--- src/rtl/rbdc_pkg.sv ---
// Package for the RTC BCD date/time codec: field widths, the opcode type,
// the beat and time-field structs and the BCD pack/unpack helpers.
// Used by every other file of the block; depends on nothing.
package rbdc_pkg;

    localparam int IMAGE_W   = 56;
    localparam int SEC_W     = 6;
    localparam int MIN_W     = 6;
    localparam int HOUR_W    = 5;
    localparam int WDAY_W    = 3;
    localparam int DAY_W     = 5;
    localparam int MONTH_W   = 4;
    localparam int YEAR_W    = 12;

    localparam logic [7:0] MASK_SEC_MIN = 8'h7f;
    localparam logic [7:0] MASK_HOUR    = 8'h3f;
    localparam logic [7:0] MASK_DAY     = 8'h3f;
    localparam logic [7:0] MASK_MONTH   = 8'h1f;
    localparam logic [7:0] CENTURY_BIT  = 8'h80;

    localparam logic [YEAR_W-1:0] YEAR_BASE      = 12'd2000;
    localparam logic [YEAR_W-1:0] YEAR_PREV_BASE = 12'd1900;
    localparam logic [YEAR_W-1:0] YEAR_NEXT_BASE = 12'd2100;
    localparam logic [YEAR_W-1:0] CENTURY_SPAN   = 12'd100;
    localparam logic [7:0]        YEAR_WRAP_OFF  = 8'd70;

    typedef enum logic {
        OP_DECODE = 1'b0,
        OP_ENCODE = 1'b1
    } t_opcode;

    typedef struct packed {
        logic [SEC_W-1:0]   seconds;
        logic [MIN_W-1:0]   minutes;
        logic [HOUR_W-1:0]  hours;
        logic [WDAY_W-1:0]  weekday;
        logic [DAY_W-1:0]   day;
        logic [MONTH_W-1:0] month;
        logic [YEAR_W-1:0]  year;
    } t_time;

    typedef struct packed {
        t_opcode              opcode;
        logic [IMAGE_W-1:0]   image;
        t_time                fields;
    } t_in_beat;

    typedef struct packed {
        logic [IMAGE_W-1:0]   image;
        t_time                fields;
    } t_out_beat;

    // Two BCD digits to binary; digits above nine keep their weight.
    function automatic logic [7:0] bcd_unpack(input logic [7:0] b);
        logic [7:0] hi;
        hi = {4'b0, b[7:4]};
        return {4'b0, b[3:0]} + (hi << 3) + (hi << 1);
    endfunction

    // Binary byte to two BCD digits; tens come from a multiply by 205/2048,
    // exact over 0..255. Tens above nine keep only their low nibble.
    function automatic logic [7:0] bcd_pack(input logic [7:0] v);
        logic [15:0] prod;
        logic [4:0]  tens;
        logic [7:0]  units;
        prod  = {8'b0, v} * 16'd205;
        tens  = prod[15:11];
        units = v - ({3'b0, tens} << 3) - ({3'b0, tens} << 1);
        return {tens[3:0], units[3:0]};
    endfunction

endpackage

--- src/rtl/rbdc_if.sv ---
// Valid/ready channel interfaces for the input and result beats of the codec.
// Depends on rbdc_pkg.
interface rbdc_in_if;
    import rbdc_pkg::*;

    logic                 valid;
    logic                 ready;
    logic                 opcode;
    logic [IMAGE_W-1:0]   register_image;
    logic [SEC_W-1:0]     seconds_in;
    logic [MIN_W-1:0]     minutes_in;
    logic [HOUR_W-1:0]    hours_in;
    logic [WDAY_W-1:0]    weekday_in;
    logic [DAY_W-1:0]     day_in;
    logic [MONTH_W-1:0]   month_in;
    logic [YEAR_W-1:0]    year_in;

    modport source (
        output valid, opcode, register_image, seconds_in, minutes_in, hours_in,
               weekday_in, day_in, month_in, year_in,
        input  ready
    );
    modport sink (
        input  valid, opcode, register_image, seconds_in, minutes_in, hours_in,
               weekday_in, day_in, month_in, year_in,
        output ready
    );
endinterface

interface rbdc_out_if;
    import rbdc_pkg::*;

    logic                 valid;
    logic                 ready;
    logic [IMAGE_W-1:0]   image_out;
    logic [SEC_W-1:0]     seconds_out;
    logic [MIN_W-1:0]     minutes_out;
    logic [HOUR_W-1:0]    hours_out;
    logic [WDAY_W-1:0]    weekday_out;
    logic [DAY_W-1:0]     day_out;
    logic [MONTH_W-1:0]   month_out;
    logic [YEAR_W-1:0]    year_out;

    modport source (
        output valid, image_out, seconds_out, minutes_out, hours_out,
               weekday_out, day_out, month_out, year_out,
        input  ready
    );
    modport sink (
        input  valid, image_out, seconds_out, minutes_out, hours_out,
               weekday_out, day_out, month_out, year_out,
        output ready
    );
endinterface

--- src/rtl/rtc_bcd_datetime_codec_top.sv ---
// RTC BCD date/time codec. Each input beat either decodes a seven-byte clock
// register image (byte 0 seconds up to byte 6 year, century flag in bit 7 of
// the month byte) into clamped binary fields, or encodes binary fields into
// such an image in 24-hour mode; every beat gives exactly one result beat.
// The block is a two-register pipeline: an input register, one level of
// BCD pack/unpack and clamp logic, and a result register. It takes one beat
// per clock cycle while no stall holds the output. An accepted beat is held
// first in the input register and then in the result register, which offers
// its result on the output. Each register stage advances
// whenever the next one is empty or being emptied, so a result waiting on
// the output does not stop the input until both stages are full. In a
// decode result image_out is zero; in an encode result all time fields are.
// Depends on rbdc_pkg, rbdc_if, rbdc_decode and rbdc_encode.
module rtc_bcd_datetime_codec_top (
    input  logic           i_clk,
    input  logic           i_rst_n,
    rbdc_in_if.sink        i_in,
    rbdc_out_if.source     o_out
);
    import rbdc_pkg::*;

    // Input register stage.
    logic      r_s1_valid, n_s1_valid;
    t_in_beat  r_s1;
    logic      s1_ready;

    // Result register stage.
    logic      r_out_valid, n_out_valid;
    t_out_beat r_out, n_out;
    logic      out_ready;

    t_time             dec_time;
    logic [IMAGE_W-1:0] enc_image;
    t_time             s1_time;

    // A stage can load when it is empty or its content moves on this cycle.
    assign out_ready = !r_out_valid || o_out.ready;
    assign s1_ready  = !r_s1_valid || out_ready;
    assign i_in.ready = s1_ready;

    assign n_s1_valid  = s1_ready ? i_in.valid : r_s1_valid;
    assign n_out_valid = out_ready ? r_s1_valid : r_out_valid;

    always_ff @(posedge i_clk) begin
        if (!i_rst_n) begin
            r_s1_valid  <= 1'b0;
            r_out_valid <= 1'b0;
        end else begin
            r_s1_valid  <= n_s1_valid;
            r_out_valid <= n_out_valid;
        end
    end

    // Payload registers load only on an accepted beat or stage advance.
    always_ff @(posedge i_clk) begin
        if (s1_ready && i_in.valid) begin
            r_s1.opcode         <= t_opcode'(i_in.opcode);
            r_s1.image          <= i_in.register_image;
            r_s1.fields.seconds <= i_in.seconds_in;
            r_s1.fields.minutes <= i_in.minutes_in;
            r_s1.fields.hours   <= i_in.hours_in;
            r_s1.fields.weekday <= i_in.weekday_in;
            r_s1.fields.day     <= i_in.day_in;
            r_s1.fields.month   <= i_in.month_in;
            r_s1.fields.year    <= i_in.year_in;
        end
        if (out_ready && r_s1_valid) begin
            r_out <= n_out;
        end
    end

    assign s1_time = r_s1.fields;

    rbdc_decode u_decode (
        .i_image (r_s1.image),
        .o_time  (dec_time)
    );

    rbdc_encode u_encode (
        .i_time  (s1_time),
        .o_image (enc_image)
    );

    // Only the fields of the selected direction are passed; the others are zero.
    always_comb begin
        case (r_s1.opcode)
            OP_DECODE: begin
                n_out.image  = '0;
                n_out.fields = dec_time;
            end
            OP_ENCODE: begin
                n_out.image  = enc_image;
                n_out.fields = '0;
            end
            default: begin
                n_out = '0;
            end
        endcase
    end

    assign o_out.valid       = r_out_valid;
    assign o_out.image_out   = r_out.image;
    assign o_out.seconds_out = r_out.fields.seconds;
    assign o_out.minutes_out = r_out.fields.minutes;
    assign o_out.hours_out   = r_out.fields.hours;
    assign o_out.weekday_out = r_out.fields.weekday;
    assign o_out.day_out     = r_out.fields.day;
    assign o_out.month_out   = r_out.fields.month;
    assign o_out.year_out    = r_out.fields.year;

`ifndef SYNTHESIS
    // A result carries either an image or time fields, never both.
    a_one_direction: assert property (@(posedge i_clk) disable iff (!i_rst_n)
        o_out.valid |-> (o_out.image_out == '0) ||
            (o_out.seconds_out == '0 && o_out.minutes_out == '0 &&
             o_out.hours_out == '0 && o_out.weekday_out == '0 &&
             o_out.day_out == '0 && o_out.month_out == '0 && o_out.year_out == '0))
        else $error("result mixes encode and decode fields");

    // A decode result (month never zero) stays within the clamped ranges.
    a_decode_range: assert property (@(posedge i_clk) disable iff (!i_rst_n)
        (o_out.valid && o_out.month_out != '0) |->
            (o_out.seconds_out <= 6'd59 && o_out.minutes_out <= 6'd59 &&
             o_out.hours_out <= 5'd23 && o_out.weekday_out <= 3'd6 &&
             o_out.day_out != '0 && o_out.month_out <= 4'd12 &&
             o_out.year_out >= 12'd1970 && o_out.year_out <= 12'd2169))
        else $error("decoded field out of range");

    // A beat in the input stage moves to the result stage when that can load.
    a_advance: assert property (@(posedge i_clk) disable iff (!i_rst_n)
        (r_s1_valid && out_ready) |=> r_out_valid)
        else $error("input stage beat lost");

    // An empty input stage always takes a new beat.
    a_ready_empty: assert property (@(posedge i_clk) disable iff (!i_rst_n)
        !r_s1_valid |-> i_in.ready)
        else $error("input stalled with empty input stage");
`endif

endmodule

--- src/rtl/rbdc_decode.sv ---
// Decode path: masks and unpacks the seven register bytes into clamped
// binary date and time fields. Purely combinational; depends on rbdc_pkg.
module rbdc_decode (
    input  logic [rbdc_pkg::IMAGE_W-1:0] i_image,
    output rbdc_pkg::t_time              o_time
);
    import rbdc_pkg::*;

    logic [7:0] b_sec, b_min, b_hour, b_wday, b_day, b_mon, b_year;
    logic [7:0] v_sec, v_min, v_hour, v_day, v_mon, v_year;
    logic [YEAR_W-1:0] year_raw;

    assign b_sec  = i_image[7:0];
    assign b_min  = i_image[15:8];
    assign b_hour = i_image[23:16];
    assign b_wday = i_image[31:24];
    assign b_day  = i_image[39:32];
    assign b_mon  = i_image[47:40];
    assign b_year = i_image[55:48];

    assign v_sec  = bcd_unpack(b_sec & MASK_SEC_MIN);
    assign v_min  = bcd_unpack(b_min & MASK_SEC_MIN);
    assign v_hour = bcd_unpack(b_hour & MASK_HOUR);
    assign v_day  = bcd_unpack(b_day & MASK_DAY);
    assign v_mon  = bcd_unpack(b_mon & MASK_MONTH);
    assign v_year = bcd_unpack(b_year);

    assign year_raw = YEAR_BASE + {4'b0, v_year};

    always_comb begin
        o_time.seconds = (v_sec > 8'd59) ? SEC_W'(59) : v_sec[SEC_W-1:0];
        o_time.minutes = (v_min > 8'd59) ? MIN_W'(59) : v_min[MIN_W-1:0];
        o_time.hours   = (v_hour > 8'd23) ? HOUR_W'(23) : v_hour[HOUR_W-1:0];
        // A raw weekday of zero counts as one before going zero-based.
        o_time.weekday = (b_wday[2:0] == 3'd0) ? WDAY_W'(0) : b_wday[2:0] - 3'd1;
        if (v_day == 8'd0) begin
            o_time.day = DAY_W'(1);
        end else if (v_day > 8'd31) begin
            o_time.day = DAY_W'(31);
        end else begin
            o_time.day = v_day[DAY_W-1:0];
        end
        if (v_mon == 8'd0) begin
            o_time.month = MONTH_W'(1);
        end else if (v_mon > 8'd12) begin
            o_time.month = MONTH_W'(12);
        end else begin
            o_time.month = v_mon[MONTH_W-1:0];
        end
        // With the century flag set, values of 70 and up mean the previous century
        // and smaller values the next one.
        if ((b_mon & CENTURY_BIT) != 8'd0) begin
            if (v_year >= YEAR_WRAP_OFF) begin
                o_time.year = year_raw - CENTURY_SPAN;
            end else begin
                o_time.year = year_raw + CENTURY_SPAN;
            end
        end else begin
            o_time.year = year_raw;
        end
    end

endmodule

--- src/rtl/rbdc_encode.sv ---
// Encode path: packs binary date and time fields into the seven-byte BCD
// register image, 24-hour mode. Purely combinational; depends on rbdc_pkg.
module rbdc_encode (
    input  rbdc_pkg::t_time              i_time,
    output logic [rbdc_pkg::IMAGE_W-1:0] o_image
);
    import rbdc_pkg::*;

    logic              century;
    logic [YEAR_W-1:0] year_off;
    logic [7:0]        b_wday;
    logic [7:0]        b_mon;

    // The century flag marks years before 2000 and from 2100 on; the offset
    // is taken from the matching base and wraps to one byte.
    always_comb begin
        if (i_time.year < YEAR_BASE) begin
            century  = 1'b1;
            year_off = i_time.year - YEAR_PREV_BASE;
        end else if (i_time.year >= YEAR_NEXT_BASE) begin
            century  = 1'b1;
            year_off = i_time.year - YEAR_NEXT_BASE;
        end else begin
            century  = 1'b0;
            year_off = i_time.year - YEAR_BASE;
        end
    end

    assign b_wday = {5'b0, i_time.weekday} + 8'd1;
    assign b_mon  = bcd_pack({4'b0, i_time.month}) | (century ? CENTURY_BIT : 8'h00);

    assign o_image = {bcd_pack(year_off[7:0]),
                      b_mon,
                      bcd_pack({3'b0, i_time.day}),
                      b_wday,
                      bcd_pack({3'b0, i_time.hours}),
                      bcd_pack({2'b0, i_time.minutes}),
                      bcd_pack({2'b0, i_time.seconds})};

endmodule

--- src/flat_wrapper.sv ---
// flat-port wrapper written by rule: the top's interface ports become plain ports
module rtc_bcd_datetime_codec_top_flat import rbdc_pkg::*;
  (i_clk, i_rst_n, i_in_valid, i_in_opcode, i_in_register_image, i_in_seconds_in, i_in_minutes_in, i_in_hours_in, i_in_weekday_in, i_in_day_in, i_in_month_in, i_in_year_in, i_in_ready, o_out_valid, o_out_image_out, o_out_seconds_out, o_out_minutes_out, o_out_hours_out, o_out_weekday_out, o_out_day_out, o_out_month_out, o_out_year_out, o_out_ready);
  rbdc_in_if i_in_i ();
  rbdc_out_if o_out_i ();
  input  logic i_clk;
  input  logic i_rst_n;
  input wire logic [$bits(i_in_i.valid)-1:0] i_in_valid;
  input wire logic [$bits(i_in_i.opcode)-1:0] i_in_opcode;
  input wire logic [$bits(i_in_i.register_image)-1:0] i_in_register_image;
  input wire logic [$bits(i_in_i.seconds_in)-1:0] i_in_seconds_in;
  input wire logic [$bits(i_in_i.minutes_in)-1:0] i_in_minutes_in;
  input wire logic [$bits(i_in_i.hours_in)-1:0] i_in_hours_in;
  input wire logic [$bits(i_in_i.weekday_in)-1:0] i_in_weekday_in;
  input wire logic [$bits(i_in_i.day_in)-1:0] i_in_day_in;
  input wire logic [$bits(i_in_i.month_in)-1:0] i_in_month_in;
  input wire logic [$bits(i_in_i.year_in)-1:0] i_in_year_in;
  output wire logic [$bits(i_in_i.ready)-1:0] i_in_ready;
  output wire logic [$bits(o_out_i.valid)-1:0] o_out_valid;
  output wire logic [$bits(o_out_i.image_out)-1:0] o_out_image_out;
  output wire logic [$bits(o_out_i.seconds_out)-1:0] o_out_seconds_out;
  output wire logic [$bits(o_out_i.minutes_out)-1:0] o_out_minutes_out;
  output wire logic [$bits(o_out_i.hours_out)-1:0] o_out_hours_out;
  output wire logic [$bits(o_out_i.weekday_out)-1:0] o_out_weekday_out;
  output wire logic [$bits(o_out_i.day_out)-1:0] o_out_day_out;
  output wire logic [$bits(o_out_i.month_out)-1:0] o_out_month_out;
  output wire logic [$bits(o_out_i.year_out)-1:0] o_out_year_out;
  input wire logic [$bits(o_out_i.ready)-1:0] o_out_ready;
  assign i_in_i.valid = i_in_valid;
  assign i_in_i.opcode = i_in_opcode;
  assign i_in_i.register_image = i_in_register_image;
  assign i_in_i.seconds_in = i_in_seconds_in;
  assign i_in_i.minutes_in = i_in_minutes_in;
  assign i_in_i.hours_in = i_in_hours_in;
  assign i_in_i.weekday_in = i_in_weekday_in;
  assign i_in_i.day_in = i_in_day_in;
  assign i_in_i.month_in = i_in_month_in;
  assign i_in_i.year_in = i_in_year_in;
  assign i_in_ready = i_in_i.ready;
  assign o_out_valid = o_out_i.valid;
  assign o_out_image_out = o_out_i.image_out;
  assign o_out_seconds_out = o_out_i.seconds_out;
  assign o_out_minutes_out = o_out_i.minutes_out;
  assign o_out_hours_out = o_out_i.hours_out;
  assign o_out_weekday_out = o_out_i.weekday_out;
  assign o_out_day_out = o_out_i.day_out;
  assign o_out_month_out = o_out_i.month_out;
  assign o_out_year_out = o_out_i.year_out;
  assign o_out_i.ready = o_out_ready;
  rtc_bcd_datetime_codec_top u_core (.i_clk(i_clk), .i_rst_n(i_rst_n), .i_in(i_in_i), .o_out(o_out_i));
endmodule
--- config.mk ---
export PLATFORM = sky130hd
export DESIGN_NAME = rtc_bcd_datetime_codec_top_flat
export DESIGN_NICKNAME = d
export VERILOG_FILES = /design/src/rtl/rbdc_pkg.sv /design/src/rtl/rbdc_if.sv /design/src/rtl/rtc_bcd_datetime_codec_top.sv /design/src/rtl/rbdc_decode.sv /design/src/rtl/rbdc_encode.sv /design/src/flat_wrapper.sv
export SDC_FILE = /design/constraint.sdc
export NUM_CORES = 1
export LEC_CHECK = 0
export ABC_AREA = 1
export BUFFER_PORTS_ARGS = -buffer_cell sky130_fd_sc_hd__buf_2
export CORE_MARGIN = 5
export CORE_UTILIZATION = 30
export DETAILED_ROUTE_END_ITERATION = 8
export PLACE_DENSITY = 0.51
export SLEW_MARGIN = 20
export SYNTH_ARGS = -nofsm -noshare
export SYNTH_HDL_FRONTEND = slang
export SYNTH_SLANG_ARGS = --single-unit
--- constraint.sdc ---
create_clock -name i_clk -period 15.6 [get_ports i_clk]
set_input_delay 1.56 -clock i_clk [delete_from_list [all_inputs] [get_ports i_clk]]
set_output_delay 1.56 -clock i_clk [all_outputs]
set_load 0.05 [all_outputs]
# Word-level counts from Yosys, hierarchy flattened
# Index checks and enable logic that the tools add are counted.
dict set report op_classes {
  shifts 0
  mul 6
  n_mux 16
  div_mod_pow 0
  n_lt_le_gt_ge 8
  reduce_logical 9
  add_sub_neg 32
  bitwise_logic 2
  n_eq_ne 0
}
# op count
set op_table {}
lappend op_table {{case mux 97 bit (2 select lines)} 1}
lappend op_table {{subtractor 4 bit} 11}
lappend op_table {{multiplier 6 x 8 -> 14 bit, second input constant} 2}
lappend op_table {{multiplier 5 x 8 -> 13 bit, second input constant} 2}
lappend op_table {{two-way mux 12 bit} 2}
lappend op_table {{two-way mux 8 bit} 3}
lappend op_table {{adder 7 x 4 -> 8 bit} 2}
lappend op_table {{greater-than comparator 8 x 6 -> 1 bit, second input constant} 2}
lappend op_table {{logical NOT 8 bit} 2}
lappend op_table {{multiplier 8 x 8 -> 15 bit, second input constant} 1}
lappend op_table {{two-way mux 5 bit} 3}
lappend op_table {{adder 4 x 6 -> 7 bit} 2}
lappend op_table {{adder 6 x 3 -> 7 bit} 2}
lappend op_table {{greater-than comparator 7 x 5 -> 1 bit, second input constant} 2}
lappend op_table {{adder 11 x 8 -> 12 bit, first input constant} 1}
lappend op_table {{adder 12 x 7 -> 12 bit, second input constant} 1}
lappend op_table {{adder 4 x 5 -> 6 bit} 2}
lappend op_table {{>= comparator 12 bit, second input constant} 1}
lappend op_table {{< comparator 12 x 11 -> 1 bit, second input constant} 1}
lappend op_table {{multiplier 4 x 8 -> 12 bit, second input constant} 1}
lappend op_table {{two-way mux 6 bit} 2}
lappend op_table {{subtractor 12 x 7 -> 12 bit, second input constant} 1}
lappend op_table {{adder 4 x 7 -> 8 bit} 1}
lappend op_table {{adder 8 x 5 -> 8 bit} 1}
lappend op_table {{other kinds (19)} 24}
dict set report word_totals {
  ram_bits 0
  output_inout_bits 99
  input_bits 102
  memories 0
  ff_bits 197
  latch_bits 0
  rom_bits 0
  wordCells 92
}

# Logic depth before layout (Yosys ltp)
# Gate-level depths: netlist of run 1.
dict set report logic_depth {
  ltp_word 7
  mapped_depth 34
  ltp_nobuf 34
}

# Modules after synthesis
# Synthesis of run 1 repeated with hierarchy kept, for this count alone.
dict set report unflattened {
  cells_unflattened 1352
  hier_area_um2 13580.5
}
# mod area_each_um2 cells_each seq_area_each_um2 n_inst
set modules_own_cells {}
lappend modules_own_cells {rtc_bcd_datetime_codec_top 6840.3 413 5895.7 1}
lappend modules_own_cells {rbdc_encode 4961.0 660 0.0 1}
lappend modules_own_cells {rbdc_decode 1779.2 279 0.0 1}

# Worst setup path after synthesis of run 1
# OpenSTA, ideal clock, no wires.
dict set report synth_path {
  path_kind {input to register}
  start {input o_out_ready}
  end {register u_core.r_out, in the netlist u_core.o_out.day_out[0], enable pin}
  stages 2
  n_path_buf 0
  required_ns 15.044
  slack_ns 9.332
  arrival_ns 5.712
  setup_time_ns 0.556
  path_cell_list {inv_1 > a21oi_1}
}
dict set report synth_via {
  elab_chain_cells 2
}
# element line_no
set synth_rtl {}
lappend synth_rtl {{start: declaration} flat_wrapper.sv:28} ;# input wire logic [$bits(o_out_i.ready)-1:0] o_out_ready;
lappend synth_rtl {{logical OR 1 bit} rtc_bcd_datetime_codec_top.sv:37} ;# assign out_ready = !r_out_valid || o_out.ready;
lappend synth_rtl {{logical AND 1 bit} rtc_bcd_datetime_codec_top.sv:67} ;# if (out_ready && r_s1_valid) begin
lappend synth_rtl {{end signal: assignment} rtc_bcd_datetime_codec_top.sv:68} ;# r_out <= n_out;
lappend synth_rtl {{end: declaration} rtc_bcd_datetime_codec_top.sv:29} ;# t_out_beat r_out, n_out;
# No other way between the ends.
# A chain may end at the register's enable or synchronous reset.

# Worst setup path after layout of run 1
dict set report layout_path {
  start {register u_core.r_s1[0] in the netlist's numbering}
  end {register u_core.r_out, in the netlist u_core.o_out.image_out[51] (data pin)}
}
dict set report layout_via {
  elab_cells_between_ends 11
  cone_classes {add/sub (5); mul (1); order compare (2); mux (3)}
}
# element line_no
set layout_rtl {}
lappend layout_rtl {{start: declaration} rtc_bcd_datetime_codec_top.sv:24} ;# t_in_beat r_s1;
lappend layout_rtl {{>= comparator 12 bit (tied with other cells)} rbdc_encode.sv:20} ;# end else if (i_time.year >= YEAR_NEXT_BASE) begin
lappend layout_rtl {{two-way mux 8 bit} rbdc_encode.sv:20}
lappend layout_rtl {{two-way mux 8 bit (*)} rbdc_encode.sv:17} ;# if (i_time.year < YEAR_BASE) begin
lappend layout_rtl {{multiplier 8 x 8 -> 15 bit (*)} rbdc_pkg.sv:66} ;# prod = {8'b0, v} * 16'd205;
lappend layout_rtl {{net u_core.enc_image[53]} rtc_bcd_datetime_codec_top.sv:33} ;# logic [IMAGE_W-1:0] enc_image;
lappend layout_rtl {{subtractor 4 bit (*)} rbdc_pkg.sv:68} ;# units = v - ({3'b0, tens} << 3) - ({3'b0, tens} << 1);
lappend layout_rtl {{case mux 97 bit (2 select lines) (*)} rtc_bcd_datetime_codec_top.sv:86} ;# case (r_s1.opcode)
# Mark *: on every way through the listed nets, which the timed path passes. The rest lies on a longest branch. The select of a mux whose other input is x is not followed.

==> metrics.md, run 1 <==
| Metric | Value |
|---|---|
| Primary FF master, synth | `edfxtp_1` |
| # setup viols final | `0` |
| Worst-path clk slew | `0.09 ns` |
| Final nets | `approximately 1600` |
| Hold buffer count at cts | `0` |
| Final ANT Viol Nets | `0` |
| Most used cell, CP | `nand2_1` |
| Worst-path fanout max | `6` |
| Worst min path class | `flop to flop` |
| PD cells | `129 nW/um^2` |
| Cell taking the most area after synthesis | `edfxtp_1` |
| Die Y | `approximately 210 um` |
| Wire length per cell | `13.7 um` |
| Vias | `approximately 7900` |
| First-pass GRT wire length | `approximately 41000 um` |
| # fillers | `3948` |
| Share of cells above drive strength 1 | `18.9%` |
| Static Leak | `6.82 nW` |
| Clk_lat worst skew | `0.46 ns` |
| Syn. warnings | `0` |
| Final-report hold violation count | `0` |
| Area Growth Syn to Fin | `17.8%` |
| CP max stage cell | `fa_1` |
| Fin crit share | `36.8%` |
| Final setup TNS | `0 ns` |
| Max clock buf depth | `2` |
| Total CTS buffers | `17` |
| Initial antenna violation count | `4` |
| Vias in the first global route | `slightly above 8000` |
| Final core occ | `35.9%` |
| Most common cell in the synthesized netlist | `ha_1` |
| I/O Buffers | `175` |
| GP Congestion | `0.811` |
| Detailed Routing Iterations Pass 1 | `5` |
| CP max stage delay | `0.52 ns` |
| CP endpoint kind | `flop` |
| Sink Count | `172` |
| Synth top cells by count | `209 x ha_1, 198 x inv_1, 170 x edfxtp_1` |
| MaxCap Viol Count | `0` |
| DRC | `0` |
| Cells after Synth | `1107` |
| Pin count of the biggest net entering global routing | `55` |
| Mapped Avg Cell Area | `10.7 um^2` |
| GRT Total Usage | `between 10% and 20%` |
| Area fraction of the dominant cell type after synthesis | `43.2%` |
| Number of enable flip-flop cells after synthesis | `170` |
| H-tree levels | `4` |
| DR iter-0 viols | `about 200` |
| Post-synthesis register bit count | `172` |
| Vias per cell | `about 4.3` |
| Core area | `38800 um^2` |
| Post-layout min period | `roughly 5.7 ns` |
| TritonCTS clock tree | `done` |
| DP HPWL | `19500 um` |
| Maximum clock frequency | `approximately 170 MHz` |
| CTS root buf | `clkbuf_16` |
| Post_cts resized | `0` |
| Rows | `72` |
| Seq/Total Area, Yosys | `43.5%` |
| Final instance area | `approximately 14000 um^2` |
| Post-Syn Area | `11800 um^2` |
| Final max-slew violation count | `0` |
| Rel. slew slack | `a little over a third` |
| Placed Area | `13300 um^2` |
| Worst-margin pin slew | `0.976 ns` |
| Synth top area cells | `edfxtp_1 43%, ha_1 22%, inv_1 6.3%` |
| Critical Path RT | `15.83 ns` |
| Die area | `around 43000 um^2` |
| Gr ovfl total | `0` |
| Async S/R FF share, synth | `0%` |
| Die Span X | `approximately 210 um` |
| Skew final | `0.0178 ns` |
| Post-CTS Repair Setup Buffers | `0` |
| Final WL | `25100 um` |
| RSZ-0062 raised after global routing | `false` |
| Worst setup SP type | `flop` |
| Io pins | `201` |
| Worst setup path class | `flop to flop` |
| Run status | `finished clean` |
| Max VDD drop | `0.0859 mV` |
| CP arrival | `a little under 6 ns` |
| Yosys cell types | `47` |
| Initial Utilization | `30.4%` |
kinds of logic after synthesis:
kind of cell,after synthesis,synth area share [%]
and+or+nand+nor,298,11.2
other,1,0.0317
xor gates and xnor gates,54,4.06
DFF,172,43.5
AOI/OAI and AO/OA,113,5.47
adders and majority gates,245,28.2
buffers and inverters,224,7.53
final timing paths:
path	start	endpoint	slack (ns)	depth (start not counted)
hold reg to reg	u_core.r_s1_valid	u_core.r_s1_valid	0.53	2
hold / removal	u_core.r_s1_valid	u_core.r_s1_valid	0.53	2
setup / recovery	u_core.r_s1[0]	u_core.o_out.image_out[51]	9.87	33
setup reg to reg	u_core.r_s1[0]	u_core.o_out.image_out[51]	9.87	33
power by group:
group          leakage, nW  total [mW]  switching (mW)  internal (mW)
sequential            1.67       0.581          0.0183          0.563
combinational         4.84       0.753           0.476          0.277
clock                0.308       0.457           0.212          0.245
total                 6.82        1.79           0.706           1.09
layer usage:
metal	global-route usage (%)	up-vias	part of all wire [%]
li1	-	4051	-
met5	0	-	0.084
met2	20.5	131	49
met4	3.81	4	1.6
met3	3.21	26	4.4
met1	14.4	3656	45
state kept, by name, indices dropped and copies added, names as in the netlist:
name and cells:
u_core.o_out.seconds_out 6, u_core.o_out.minutes_out 6, u_core.o_out.hours_out 5, u_core.o_out.weekday_out 3, u_core.o_out.year_out 12, u_core.o_out.month_out 4
u_core.o_out.day_out 5, u_core.r_s1_valid 1, u_core.o_out.valid 1, u_core.r_s1 85, u_core.o_out.image_out 44
per-stage QoR:
stage / std cells / power, mW / hold WS (ns) / setup slack (ns)
CTS: 1825 / 1.82 / 0.541 / 9.81
floorplan: 1118 / 1.19 / 0.448 / 9.33
global route: 1825 / 1.95 / 0.551 / 9.43
detailed placement: 1793 / 1.35 / 0.525 / 9.83
finish: 1827 / 1.79 / 0.534 / 9.87
global placement: 1793 / 1.34 / 0.511 / 9.85
area by class of cell:
cell class | count | area [um^2] | area share, %
multi-input cells | 722 | 5840 | 41.9
flip-flops and latches | 172 | 5140 | 36.9
repair buffers | 179 | 906 | 6.50
inverters | 202 | 761 | 5.46
well taps | 518 | 648 | 4.65
clock buffers | 17 | 425 | 3.05
clock inverters | 15 | 199 | 1.43
diodes | 2 | 5.00 | 0.0359
cells in the final DEF, fill, tap and decap left out, types with 17 or more instances in the layout:
cell,instances
ha_1,209
a21oi_1,58
clkbuf_16,17
nor2_1,97
xor2_1,39
nand2_1,121
inv_1,196
o21ai_0,23
nand3_1,30
fa_1,36
edfxtp_1,170
buf_2,175
critical path: cells and delay by family (launching register included):
family | cells | cell delay (ns)
AO/OA/AOI/OAI | 2 | 0.16
XOR/XNOR | 2 | 0.58
adder cells (fa/ha/maj) | 7 | 2.48
buffers and inverters | 5 | 0.32
flip-flops | 1 | 0.49
AND/OR/NAND/NOR | 17 | 1.45
(Power assumes the default switching activity.)
==> run 2: changes to the inputs <==
clock period = 5.6 ns   (was 15.6 ns; I/O delays follow)
==> run 2 against run 1 <==
Net effect: sequential power rose to 2.8 times the previous value; via count increased by 0.80%; non-clock buffer count rose by 13; critical endpoint unchanged; clock power rose to 2.5 times the previous value; combinational power grew to 2.9 times the previous value.
==> metrics.md, run 2 (synthesis gave the netlist of run 1 again) <==
| Metric | Value |
|---|---|
| Rows | `72` |
| CP arrival | `5.52 ns` |
| Worst setup path class | `flop to flop` |
| Hold buffer count at cts | `0` |
| Vias per cell | `4.32` |
| CP max stage delay | `~0.54 ns` |
| Reg2reg end | `u_core.o_out.image_out[51]` |
| Sink Count | `172` |
| Sw frac | `between 30% and 40%` |
| Share of cells above drive strength 1 | `20.9%` |
| Crit Reg-Reg Startpoint | `u_core.r_s1[3]` |
| Detailed Routing Iterations Pass 1 | `4` |
| TritonCTS clock tree | `done` |
| Final max-slew violation count | `0` |
| R2R depth | `33` |
| Vias | `7931` |
| DP HPWL | `19600 um` |
| Most frequent cells in the layout | `203 x ha_1, 192 x inv_1, 175 x buf_2` |
| Core area | `38800 um^2` |
| Gr ovfl total | `0` |
| Commonest non-fill, non-tap cell in the layout | `ha_1` |
| DRC | `0` |
| Worst setup SP type | `flop` |
| Area Growth Syn to Fin | `18.6%` |
| First-pass GRT wire length | `between 40000 and 50000 um` |
| CTS root buf | `clkbuf_16` |
| I/O Buffers | `175` |
| Die Span X | `208 um` |
| Die Y | `208 um` |
| Clk_lat worst skew | `approximately 0.47 ns` |
| Final worst slack | `just over 0.3 ns` |
| Final nets | `1654` |
| Static Leak | `6.83 nW` |
| GRT Total Usage | `11.7%` |
| Rel. slew slack | `35.8%` |
| MaxCap Viol Count | `0` |
| Max clock buf depth | `2` |
| Die area | `43500 um^2` |
| CP endpoint kind | `flop` |
| Max VDD drop | `0.192 mV` |
| Final WL | `25200 um` |
| Final ANT Viol Nets | `0` |
| PD cells | `around 360 nW/um^2` |
| Placed Area | `13300 um^2` |
| Crit path to | `u_core.o_out.image_out[51]` |
| ANT cells | `0` |
| Total CTS buffers | `17` |
| Skew final | `0.0141 ns` |
| Combinational share of power | `between 40 and 50%` |
| CP Launch Point | `u_core.r_s1[3]` |
| Worst-path clk slew | `0.08 ns` |
| Sequential power share | `between 30% and 40%` |
| Worst min path class | `input port to flop` |
| Fin Hold WS | `0.265 ns` |
| Io pins | `201` |
| Critical Path RT | `5.83 ns` |
| Run status | `finished clean` |
| Maximum clock frequency | `~190 MHz` |
| DR iter-0 viols | `225` |
| Register area | `5140 um^2` |
| CP max stage cell | `fa_1` |
| Fin crit share | `a little over nine tenths` |
| Area occupied by multi-input gates | `5910 um^2` |
| CP Buf/Inv Count | `7` |
| Pre-CTS setup slack | `0.119 ns` |
| Clock power share | `23.2%` |
| Top delay family on crit path | `adder cells` |
| Final core occ | `36.1%` |
| GP Congestion | `between 0.8 and 0.9` |
| Reg2Reg Setup Slack | `roughly 0.31 ns` |
| Internal power | `3.00 mW` |
| Final Power | `4.98 mW` |
| Hold Crit Depth | `1` |
| Worst-margin pin slew | `0.964 ns` |
| # fillers | `3899` |
| Worst-path fanout max | `6` |
| Wire length per cell | `~14 um` |
| Vias in the first global route | `8047` |
| Initial antenna violation count | `2` |
| Sw Pwr | `around 2.0 mW` |
| Final-report hold violation count | `0` |
| Post-layout min period | `5.29 ns` |
| Critical Path Stages | `33` |
| Max reg flops | `85` |
| Pin count of the biggest net entering global routing | `58` |
| H-tree levels | `4` |
| Final instance area | `14000 um^2` |
| Initial Utilization | `a little under a third` |
| Top reg by flops | `u_core.r_s1` |
| # setup viols final | `0` |
| Hold Crit Start | `i_in_opcode` |
run 2: changes by cell type in the layout (fill, tap and decap cells not counted), moves of 2 or more:
| cell | before | now |
|---|---|---|
| bufinv_16 | 2 | 0 |
| nand2_2 | 6 | 10 |
| ha_1 | 209 | 203 |
| clkinv_8 | 3 | 1 |
| ha_2 | 0 | 3 |
| nand2_1 | 121 | 117 |
| ha_4 | 0 | 3 |
| inv_1 | 196 | 192 |
| clkinvlp_4 | 0 | 3 |
| inv_2 | 5 | 9 |
| diode_2 | 2 | 0 |
| buf_4 | 4 | 17 |
| inv_8 | 4 | 1 |
run 2: power groups by stage:
stage	clock network (mW)	registers, mW	logic, mW
2_1_floorplan	0	1.85	1.45
3_3_place_gp	0	1.65	2.08
3_5_place_dp	0	1.65	2.11
4_1_cts	1.21	1.62	2.13
5_1_grt	1.26	1.63	2.52
6_report	1.15	1.62	2.20
run 2: final cells by class:
class                           count  area share (%)
Multi-Input combinational cell    722            42.1
Sequential cell                   172            36.7
Clock buffer                       19            3.16
Clock inverter                     13           0.803
Tap cell                          518            4.62
Inverter                          202            5.43
Timing Repair Buffer              192            7.16
run 2: worst min-delay path by stage:
stage,slack [ns],endpoint
6_report,0.26,u_core.r_s1[97]
3_3_place_gp,0.51,u_core.o_out.valid
2_1_floorplan,0.45,u_core.o_out.valid
3_5_place_dp,0.52,u_core.o_out.valid
4_1_cts,0.21,u_core.r_s1[53]
5_1_grt,0.23,u_core.r_s1[55]
run 2: layer usage:
metal  wire, um  GRT usage, %  vias up
met1      11400          14.3     3709
met5         27             0        -
li1           -             -     4068
met4        499          4.19        4
met3        978          3.03       32
met2      12200          20.1      118
run 2: repair_timing:
item,in CTS,in global routing
setup endpoints to repair,0,1
endpoints found under the hold margin,0,0
gates resized for setup,0,18
buffers inserted,0,8
run 2: metrics by stage:
step                TNS (ns)  std cells
detailed placement         0       1798
floorplan                  0       1118
global route         -0.0391       1838
finish                     0       1838
global placement           0       1798
CTS                        0       1830
==> run 3: changes to the inputs <==
REMOVE_ABC_BUFFERS = 1   (was not set)
SLEW_MARGIN = not set   (was 20)
==> run 3 against run 2 <==
Net effect: combinational power rose by 5%; via count is 0.71% higher; final cell count grew 0.38%; core utilization increased by 0.32 points; routed wire length rose by 4.6%; non-clock buffer count increased by 6; sequential power is essentially flat; global-route usage increased by 0.56 points; setup slack improved by 0.0026 ns; clock power about the same; sequential share of layout area shrank 0.32 points; first-iteration DRC count up 19%; largest power group unchanged.
==> metrics.md, run 3 (synthesis gave the netlist of run 1 again) <==
| Metric | Value |
|---|---|
| Worst setup SP type | `flop` |
| MaxCap Viol Count | `0` |
| Worst-path clk slew | `roughly 0.080 ns` |
| Run status | `finished clean` |
| Area Growth Syn to Fin | `19.6%` |
| Final WL | `between 20000 and 30000 um` |
| Die Span X | `208 um` |
| Vias in the first global route | `a little over 8000` |
| Top reg by flops | `u_core.r_s1` |
| Gr ovfl total | `0` |
| Final nets | `~1700` |
| First-pass GRT wire length | `between 40000 and 50000 um` |
| # fillers | `3918` |
| Maximum clock frequency | `roughly 190 MHz` |
| H-tree levels | `4` |
| Register area | `between 5000 and 6000 um^2` |
| Post-layout min period | `5.29 ns` |
| Hold path endpoint | `u_core.r_s1[32]` |
| Critical Path RT | `5.81 ns` |
| DP HPWL | `20300 um` |
| Reg2reg end | `u_core.o_out.image_out[51]` |
| R2R depth | `32` |
| Worst-path fanout max | `6` |
| Initial antenna violation count | `5` |
| DRC | `0` |
| Core area | `~39000 um^2` |
| Share of cells above drive strength 1 | `21.9%` |
| CP Launch Point | `u_core.r_s1[2]` |
| CP endpoint kind | `flop` |
| Total CTS buffers | `17` |
| DR iter-0 viols | `267` |
| Most frequent cells in the layout | `200 x ha_1, 190 x inv_1, 175 x buf_2` |
| Fin crit share | `94.5%` |
| Max clock buf depth | `2` |
| Clk_lat worst skew | `0.46 ns` |
| Die area | `43500 um^2` |
| CP arrival | `5.50 ns` |
| Rel. slew slack | `between 50% and 60%` |
| Final Power | `5.09 mW` |
| Hold Crit Start | `i_in_minutes_in[3]` |
| Max VDD drop | `between 0.2 and 0.25 mV` |
| Static Leak | `~7 nW` |
| CTS root buf | `clkbuf_16` |
| Crit Reg-Reg Startpoint | `u_core.r_s1[2]` |
| Final ANT Viol Nets | `0` |
| TritonCTS clock tree | `done` |
| Top delay family on crit path | `adder cells` |
| Skew final | `about 0.014 ns` |
| Die Y | `208 um` |
| Final setup TNS | `0 ns` |
| Commonest non-fill, non-tap cell in the layout | `ha_1` |
| Vias per cell | `4.33` |
| Hold buffer count at cts | `0` |
| PD cells | `between 300 and 400 nW/um^2` |
| Worst setup path class | `flop to flop` |
| CP max stage delay | `0.54 ns` |
| # setup viols final | `0` |
| Reg2Reg Setup Slack | `0.31 ns` |
| Vias | `7987` |
| Wire length per cell | `14.3 um` |
| Initial Utilization | `30.4%` |
| Max reg flops | `85` |
| Sink Count | `172` |
| I/O Buffers | `175` |
| Io pins | `201` |
| GRT Total Usage | `12.3%` |
| CP max stage cell | `fa_1` |
| Worst-margin pin slew | `0.659 ns` |
| CP Buf/Inv Count | `4` |
| Rows | `72` |
| Pin count of the biggest net entering global routing | `45` |
| Hold Crit Depth | `1` |
| Most used cell, CP | `nand2_1` |
| Final max-slew violation count | `0` |
| Detailed Routing Iterations Pass 1 | `4` |
| Final-report hold violation count | `0` |
| GP Congestion | `0.851` |
| Area occupied by multi-input gates | `5980 um^2` |
| Worst min path class | `input port to flop` |
run 3: final cells by class:
type | instances | area share (%)
tap | 518 | 4.58
sequential | 172 | 36.4
timing repair buffer | 198 | 7.41
multi-input combinational | 722 | 42.3
clock buffer | 18 | 3.03
antenna | 1 | 0.0177
clock inverter | 14 | 0.920
inverter | 202 | 5.38
run 3: how the worst max path moves through the flow:
stage | slack (ns) | cells past startpoint | end
2_1_floorplan | 0.33 | 2 | u_core.o_out.day_out[0]
3_3_place_gp | 0.15 | 32 | u_core.o_out.image_out[51]
3_5_place_dp | 0.11 | 32 | u_core.o_out.image_out[51]
4_1_cts | 0.06 | 32 | u_core.o_out.image_out[51]
5_1_grt | -0.08 | 33 | u_core.o_out.image_out[51]
6_report | 0.31 | 32 | u_core.o_out.image_out[51]
run 3: what timing repair did:
action / 4_1_cts / 5_1_grt
setup endpoints to repair: 0 / 2
buffers inserted: 0 / 12
resized for setup: 0 / 30
run 3: routing by layer:
layer  share of wire, %  vias up  GRT usage [%]
li1                   -     4091              -
met2                 49      133           20.9
met1                 44     3726           15.0
met5               0.18        -              0
met4                1.5        8           3.69
met3                5.2       29           3.81
run 3: metrics by stage:
stage | instances | cell area (um^2) | utilization [%] | hold slack [ns] | setup slack (ns)
after detailed placement | 1800 | 13400 | 34.4 | 0.525 | 0.108
after floorplan | 1096 | 11700 | - | 0.448 | 0.332
after global routing | 1844 | 14100 | 36.4 | 0.235 | -0.0778
final | 1845 | 14100 | 36.4 | 0.273 | 0.311
after CTS | 1832 | 13900 | 35.8 | 0.224 | 0.0583
after global placement | 1800 | 13400 | 34.4 | 0.517 | 0.148
run 3: power by group:
part / internal [mW] / total [mW] / switching [mW]
Clock: 0.585 / 1.16 / 0.575
Sequential: 1.57 / 1.62 / 0.0495
Combinational: 0.914 / 2.32 / 1.40
